`config.mk`:
```
export PLATFORM = sky130hd
export DESIGN_NAME = max_k_digit_subsequence_core
export DESIGN_NICKNAME = d
export VERILOG_FILES = /design/src/design/mkds_pkg.sv /design/src/design/mkds_cell.sv /design/src/design/max_k_digit_subsequence_core.sv
export VERILOG_INCLUDE_DIRS = /design/src /design/src/design
export SDC_FILE = /design/constraint.sdc
export NUM_CORES = 2
export LEC_CHECK = 0
export BUFFER_PORTS_ARGS = -buffer_cell sky130_fd_sc_hd__buf_4
export CORE_AREA = 2 2 215 259
export CTS_CLUSTER_SIZE = 16
export DETAILED_ROUTE_END_ITERATION = 8
export DIE_AREA = 0 0 217 261
export PLACE_DENSITY = 0.86
export SYNTH_ARGS = -nofsm -noshare
export SYNTH_HDL_FRONTEND = slang
export SYNTH_SLANG_ARGS = --single-unit
```
`constraint.sdc`:
```
create_clock -name clk -period 8.6 [get_ports clk]
set_input_delay 0.86 -clock clk [delete_from_list [all_inputs] [get_ports clk]]
set_output_delay 0.86 -clock clk [all_outputs]
set_load 0.005 [all_outputs]
```
`src/design/max_k_digit_subsequence_core_defines.svh`:
```
// ----------------------------------------------------------------------------
// max_k_digit_subsequence_core_defines
// assertion macros shared by the largest k-digit subsequence block
// ----------------------------------------------------------------------------
`ifndef MAX_K_DIGIT_SUBSEQUENCE_CORE_DEFINES_SVH
`define MAX_K_DIGIT_SUBSEQUENCE_CORE_DEFINES_SVH

`ifndef SYNTH

// same-cycle implication, checked out of reset
`define MKDS_ASSERT_NOW(label, clk, rst, ante, cons, msg) \
  label: assert property (@(posedge clk) disable iff (rst) (ante) |-> (cons)) \
    else $error(msg);

// next-cycle implication, checked out of reset
`define MKDS_ASSERT_NEXT(label, clk, rst, ante, cons, msg) \
  label: assert property (@(posedge clk) disable iff (rst) (ante) |=> (cons)) \
    else $error(msg);

`else

`define MKDS_ASSERT_NOW(label, clk, rst, ante, cons, msg)
`define MKDS_ASSERT_NEXT(label, clk, rst, ante, cons, msg)

`endif

`endif

```
`src/design/mkds_pkg.sv`:
```
// ----------------------------------------------------------------------------
// mkds_pkg
// types and constants for the largest k-digit subsequence block
// ----------------------------------------------------------------------------
package mkds_pkg;

  localparam int DIGIT_W = 4;
  localparam int BEST_W  = 40;

  // largest legal digit; codes above it are clamped to it
  localparam logic [DIGIT_W-1:0] DIGIT_MAX = 4'd9;

  // input word: one digit of a line
  typedef struct packed {
    logic [DIGIT_W-1:0] digit_value;
    logic               last_digit;
  } digit_t;

  // output word: one result per line
  typedef struct packed {
    logic [BEST_W-1:0] best_value;
    logic              too_short;
  } result_t;

  // control broadcast to every cell of the chain
  typedef struct packed {
    logic               step;
    logic               clear;
    logic [DIGIT_W-1:0] digit;
  } cell_ctl_t;

endpackage

```
`src/design/mkds_cell.sv`:
```
// ----------------------------------------------------------------------------
// mkds_cell
// one prefix-length cell: best value of a fixed digit count so far
// ----------------------------------------------------------------------------
`include "max_k_digit_subsequence_core_defines.svh"

module mkds_cell #(
  parameter int CELL_W = 40
) (
  input  logic                  clk,
  input  logic                  rst,
  input  mkds_pkg::cell_ctl_t   ctl,
  input  logic [CELL_W-1:0]     prev_value,
  input  logic                  prev_filled,
  output logic [CELL_W-1:0]     value,
  output logic                  filled,
  output logic [CELL_W-1:0]     value_next,
  output logic                  filled_next
);

  logic [CELL_W+2:0] prod_sum;
  logic [CELL_W-1:0] cand;
  logic              take;

  // shorter value times ten plus the digit, as shift-add
  assign prod_sum = {prev_value, 3'b000} + {1'b0, prev_value, 1'b0}
                  + (CELL_W+3)'(ctl.digit);
  assign cand     = prod_sum[CELL_W-1:0];

  // only a reachable cell may grow
  assign take        = prev_filled && (cand > value);
  assign value_next  = take ? cand : value;
  assign filled_next = filled | prev_filled;

  // cell state, cleared at end of line
  always_ff @(posedge clk) begin
    if (rst) begin
      value  <= '0;
      filled <= 1'b0;
    end else if (ctl.step) begin
      if (ctl.clear) begin
        value  <= '0;
        filled <= 1'b0;
      end else begin
        value  <= value_next;
        filled <= filled_next;
      end
    end
  end

  // fill flags form a thermometer along the chain
  `MKDS_ASSERT_NOW(a_fill_thermo, clk, rst, filled, prev_filled,
    "cell filled before its shorter neighbor")
  // an unreachable cell holds zero
  `MKDS_ASSERT_NOW(a_empty_zero, clk, rst, !filled && !prev_filled, value == '0,
    "unreachable cell holds a nonzero value")

endmodule

```
`src/design/max_k_digit_subsequence_core.sv`:
```
// ----------------------------------------------------------------------------
// max_k_digit_subsequence_core
// largest in-order KEEP-digit subsequence of a streamed digit line
// ----------------------------------------------------------------------------
// Digits arrive on the digit channel, one word per cycle, with last_digit
// set on the final digit of a line. A row of KEEP cells, one per prefix
// length, updates on every accepted digit; cell j passes its old value to
// cell j+1, which takes the larger of its own value and that value times ten
// plus the digit. Digit codes above nine count as nine.
// On the last digit one word leaves on the result channel: best_value, or
// zero with too_short set when the line held fewer than KEEP digits. All
// cells then clear for the next line.
// Throughput: one digit per cycle while digit_ready is high, lines back
// to back with no gap. The result is valid the cycle after the last digit
// is accepted. The limit on clock speed is one cell's shift-add and compare.
// Reset clears every cell and drops result_valid; no setup pass is needed.
// A stalled result is held in the output register; digits are still taken
// in the cycle it is read, and digit_ready drops only while an unread
// result sits and result_ready is low.
// ----------------------------------------------------------------------------
`include "max_k_digit_subsequence_core_defines.svh"

module max_k_digit_subsequence_core #(
  parameter int KEEP = 12
) (
  input  logic                 clk,
  input  logic                 rst,
  input  logic                 digit_valid,
  output logic                 digit_ready,
  input  mkds_pkg::digit_t     digit,
  output logic                 result_valid,
  input  logic                 result_ready,
  output mkds_pkg::result_t    result
);

  // bits for 10**KEEP - 1, never below the result width
  localparam int VAL_W  = (KEEP * 3322 + 999) / 1000;
  localparam int CELL_W = (VAL_W > mkds_pkg::BEST_W) ? VAL_W : mkds_pkg::BEST_W;

  logic                 accept;
  logic                 line_end;
  mkds_pkg::cell_ctl_t  ctl;
  logic [CELL_W-1:0]    chain_value  [0:KEEP];
  logic                 chain_filled [0:KEEP];
  logic [CELL_W-1:0]    tail_value;
  logic                 tail_filled;
  mkds_pkg::result_t    result_next;

  assign digit_ready = !result_valid || result_ready;
  assign accept      = digit_valid && digit_ready;
  assign line_end    = accept && digit.last_digit;

  // broadcast control, digit clamped to nine
  always_comb begin
    ctl.step  = accept;
    ctl.clear = digit.last_digit;
    ctl.digit = (digit.digit_value > mkds_pkg::DIGIT_MAX) ? mkds_pkg::DIGIT_MAX
                                                          : digit.digit_value;
  end

  // head of the chain: empty prefix, always reachable
  assign chain_value[0]  = '0;
  assign chain_filled[0] = 1'b1;

  // row of cells
  for (genvar j = 1; j <= KEEP; j++) begin : g_cell
    if (j == KEEP) begin : g_tail
      mkds_cell #(.CELL_W(CELL_W)) u_cell (
        .clk         (clk),
        .rst         (rst),
        .ctl         (ctl),
        .prev_value  (chain_value[j-1]),
        .prev_filled (chain_filled[j-1]),
        .value       (chain_value[j]),
        .filled      (chain_filled[j]),
        .value_next  (tail_value),
        .filled_next (tail_filled)
      );
    end else begin : g_body
      mkds_cell #(.CELL_W(CELL_W)) u_cell (
        .clk         (clk),
        .rst         (rst),
        .ctl         (ctl),
        .prev_value  (chain_value[j-1]),
        .prev_filled (chain_filled[j-1]),
        .value       (chain_value[j]),
        .filled      (chain_filled[j]),
        .value_next  (),
        .filled_next ()
      );
    end
  end

  // result word from the tail cell's updated state
  always_comb begin
    result_next.too_short  = !tail_filled;
    result_next.best_value = tail_filled ? tail_value[mkds_pkg::BEST_W-1:0] : '0;
  end

  // output register
  always_ff @(posedge clk) begin
    if (rst) begin
      result_valid <= 1'b0;
    end else if (line_end) begin
      result_valid <= 1'b1;
    end else if (result_ready) begin
      result_valid <= 1'b0;
    end
  end

  always_ff @(posedge clk) begin
    if (line_end) begin
      result <= result_next;
    end
  end

  // a short line reports zero
  `MKDS_ASSERT_NOW(a_short_zero, clk, rst, result_valid && result.too_short,
    result.best_value == '0, "short line with nonzero value")
  // end of line always produces a word
  `MKDS_ASSERT_NEXT(a_line_result, clk, rst, line_end, result_valid,
    "no result after end of line")
  // end of line empties the chain
  `MKDS_ASSERT_NEXT(a_line_clear, clk, rst, line_end,
    !chain_filled[1] && chain_value[KEEP] == '0, "chain not cleared at end of line")

endmodule
```
==> flow_summary.json <==
{
  "topRoutingLayerUsed": "met4",
  "cts.hold.buffers_added": 0,
  "relSlewSlack_pct": 17.6,
  "routed-wl-met3_um": 3350,
  "power_leakage_uw": 0.0192,
  "most_frequent_cells_after_synthesis": "799 x ha_1, 413 x inv_1, 361 x nor2_1",
  "syn_area_per_cell_um2": 8.65,
  "clkSlewWorstSetupHoldPaths_ns": 0.06,
  "total_count_of_max_transition_violations_in_the_final_report": 0,
  "top_level_ports": 52,
  "run_status": "completed",
  "syn2layout_area_growth_pct": 7.19,
  "ir_drop_uv": 145,
  "clock_path_buffers": 3,
  "ys_dominant_reg_cell": "dfxtp_1",
  "maxCapViolations": 0,
  "fin_tns_setup_ns": 0,
  "place.detailed.hpwl_um": 64500,
  "worstSetupStartpointType": "input pin",
  "ff2ff_path_depth": 20,
  "drtPass1Iterations": 6,
  "fin_skew_ns": 0.0264,
  "initial_antenna_violation_count": 0,
  "floorplan.die.height_um": 261,
  "final_layout_size_suffix_gt1_share_pct": 4.66,
  "place_congestion": 0.925,
  "fp.coreArea_um2": 54300,
  "rows": 94,
  "fmax_ghz": 0.144,
  "grt_first_pass_wirelength_um": 139000,
  "synth_fp_nets": 4854,
  "grt_use_total_pct": 29.3,
  "hold_depth": 2,
  "via_per_inst": 6.24,
  "power-per-cell-area_nw_per_um2": 100,
  "cts-root-buf": "clkbuf_16",
  "post-route-worst-setup-slack_ns": 1.63,
  "min_from": "g_cell[10].g_body.u_cell.value[39]",
  "synthMostInstantiatedCell": "ha_1",
  "synth_area_leader_cell": "ha_1",
  "critPathMaxFanout": 27,
  "cts-buffers-inserted": 40,
  "detail_route.drc_violations": 0,
  "routed_wire_length_per_instance_um": 17.5,
  "vias": 29900,
  "hp-class": "reg -> reg",
  "synth_top_area_share_pct": 28.7,
  "n_antenna_cell": 0,
  "synth_area_um2": 34800,
  "postSynthCellCount": 4024,
  "holdPathEnd": "g_cell[10].g_body.u_cell.value[39]",
  "post_synth_main_area_contributors": "ha_1 29%, dfxtp_1 18%, a21o_1 4.7%, inv_1 4.5%, xnor2_1 4.1%",
  "final_period_minus_worst_setup_slack_ns": 6.97,
  "worst_ep_arrival_time_ns": 7.46,
  "placed_cells": 4723,
  "drt_wl_total_um": 83800,
  "synth_enable_flop_cells": 41,
  "numClockSinks": 354,
  "detail_route.iter0.violations": 1740,
  "yosys_warnings": 0,
  "grt_start_max_net_pins": 64,
  "final_net_count": 4875,
  "timing_worst_slew_pin_value_ns": 1.24,
  "cts_max_level": 2,
  "cts_tree": "done",
  "final_min_period_over_clock_period_pct": 81.0,
  "layout.filler_cells": 4318,
  "grt_remaining_overflow": 0,
  "clk_latency_worst_skew_pair_ns": 0.58,
  "reg2reg_to": "g_cell[11].g_body.u_cell.value[10]",
  "synth_sequential_area_ratio_pct": 21.5,
  "rsz_0062_raised_after_global_routing": "no",
  "synth_cell_type_count": 86,
  "met2_length_um": 41900,
  "cp_data_required_time_ns": 9.09,
  "rrSetupSlack_ns": 2.01,
  "floorplan.die_area_um2": 56600,
  "vias_in_the_first_global_route": 30000,
  "minimum_setup_slack_after_placement_ns": 1.09,
  "rr_startpoint": "g_cell[10].g_body.u_cell.value[0]",
  "initial_core_utilization_pct": 64.0,
  "die_width_um": 217,
  "stdcell_count": 4796,
  "cts_post_setup_buffers_inserted": 0,
  "ys_ff_latch": 354,
  "port_buffers": 51,
  "final-setup-viol-count": 0,
  "async_reset_ff_share_pct": 0,
  "wirelength_met1_um": 33700,
  "setup.worst_path.end_class": "flop",
  "drtAntennaViolNets": 0,
  "hold_viol": 0,
  "postCtsResizedCells": 0,
  "path_class": "in -> reg"
}
## flip-flops by register name, summed over array words and instances (netlist names)
register / cells
g_cell.g_body.u_cell.filled: 11
result_valid: 1
g_cell.g_tail.u_cell.filled: 1
result: 41
g_cell.g_tail.u_cell.value: 40
g_cell.g_body.u_cell.value: 260
## where the power goes
group          switching (µW)  leakage, µW  internal, µW
logic                     134       0.0156          62.0
registers                5.40      0.00288          1680
clock network             763     0.000677          1100
total                     902       0.0192          2840
## through the flow
stage / cell area, µm² / util, % / hold WS, ns / power [µW]
3_5_place_dp: 35900 / 66.1 / 0.455 / 1910
5_1_grt: 37300 / 68.6 / 0.475 / 3830
6_report: 37300 / 68.6 / 0.458 / 3740
3_3_place_gp: 35900 / 66.1 / 0.441 / 1910
4_1_cts: 37300 / 68.6 / 0.464 / 3750
2_1_floorplan: 34800 / - / 0.425 / 1840
## metal layers
layer,GRT usage [%],vias up
li1,-,14900
met1,32.2,14100
met2,54.3,727
met3,3.50,268
met4,17.0,0
met5,0,-
## critical path: stages
cell and delay (ns):
buf_4 0.33, inv_1 0.17, fa_1 0.56, fa_1 0.48, nor2b_1 0.12, o21ai_0 0.10
a21oi_1 0.16, o21ai_0 0.19, o311a_1 0.45, o21a_1 0.27, o311ai_0 0.44, mux2i_1 0.16
or2_2 0.31, ha_1 0.27, nand4_1 0.14, or4_1 0.49, or4_4 0.53, o2111ai_4 0.29
and2_1 0.82, a22oi_1 0.16, nor2_1 0.14
## cell type report
cell class | count | area (µm²) | area share (%)
clock buffers | 58 | 1170 | 3.14
clock inverters | 15 | 214 | 0.574
inverters | 413 | 1550 | 4.16
multi-input cells | 3157 | 25400 | 68.0
flip-flops and latches | 354 | 7500 | 20.1
well taps | 720 | 901 | 2.42
repair buffers | 79 | 597 | 1.60
## worst max-delay path by stage
| stage | from | endpoint | slack [ns] | cells past startpoint |
|---|---|---|---|---|
| 2_1_floorplan | digit[2] | g_cell[11].g_body.u_cell.value[10] | 1.94 | 26 |
| 3_3_place_gp | digit[4] | g_cell[11].g_body.u_cell.value[36] | 1.18 | 23 |
| 3_5_place_dp | digit[4] | g_cell[11].g_body.u_cell.value[2] | 1.09 | 23 |
| 4_1_cts | digit[4] | g_cell[11].g_body.u_cell.value[10] | 1.67 | 21 |
| 5_1_grt | digit[4] | g_cell[12].g_tail.u_cell.value[20] | 1.17 | 25 |
| 6_report | digit[4] | g_cell[11].g_body.u_cell.value[10] | 1.63 | 21 |
## layout by cell type (no fill, tap or decap), types with 7 or more instances in the layout
cell,instances
a211oi_1,25
a21boi_0,10
a21o_1,220
a21oi_1,274
a221oi_1,8
a22o_1,129
a22oi_1,158
a31oi_1,24
a32o_1,10
and2_1,19
and3_1,27
and4_1,8
buf_4,78
clkbuf_1,10
clkbuf_16,42
dfxtp_1,313
edfxtp_1,41
fa_1,22
ha_1,799
inv_1,412
mux2i_1,36
nand2_1,119
nand2b_1,27
nand3_1,51
nand4_1,87
nor2_1,361
nor2b_1,47
nor3_1,47
nor4_1,7
o211ai_1,19
o21a_1,51
o21ai_0,132
o21ai_1,10
o21bai_1,38
o311ai_0,8
o31ai_1,16
or2_2,19
or3_1,10
xnor2_1,164
xor2_1,63
## kinds of logic after synthesis
| kind of cell | synth area share (%) |
|---|---|
| buf+inv | 5.65 |
| fa+ha+maj | 30.0 |
| flops | 21.5 |
| xor+xnor | 5.71 |
| mux | 1.07 |
| simple gates | 11.8 |
| compound gates | 24.2 |
Note: power is estimated with default switching activity, not from simulation.
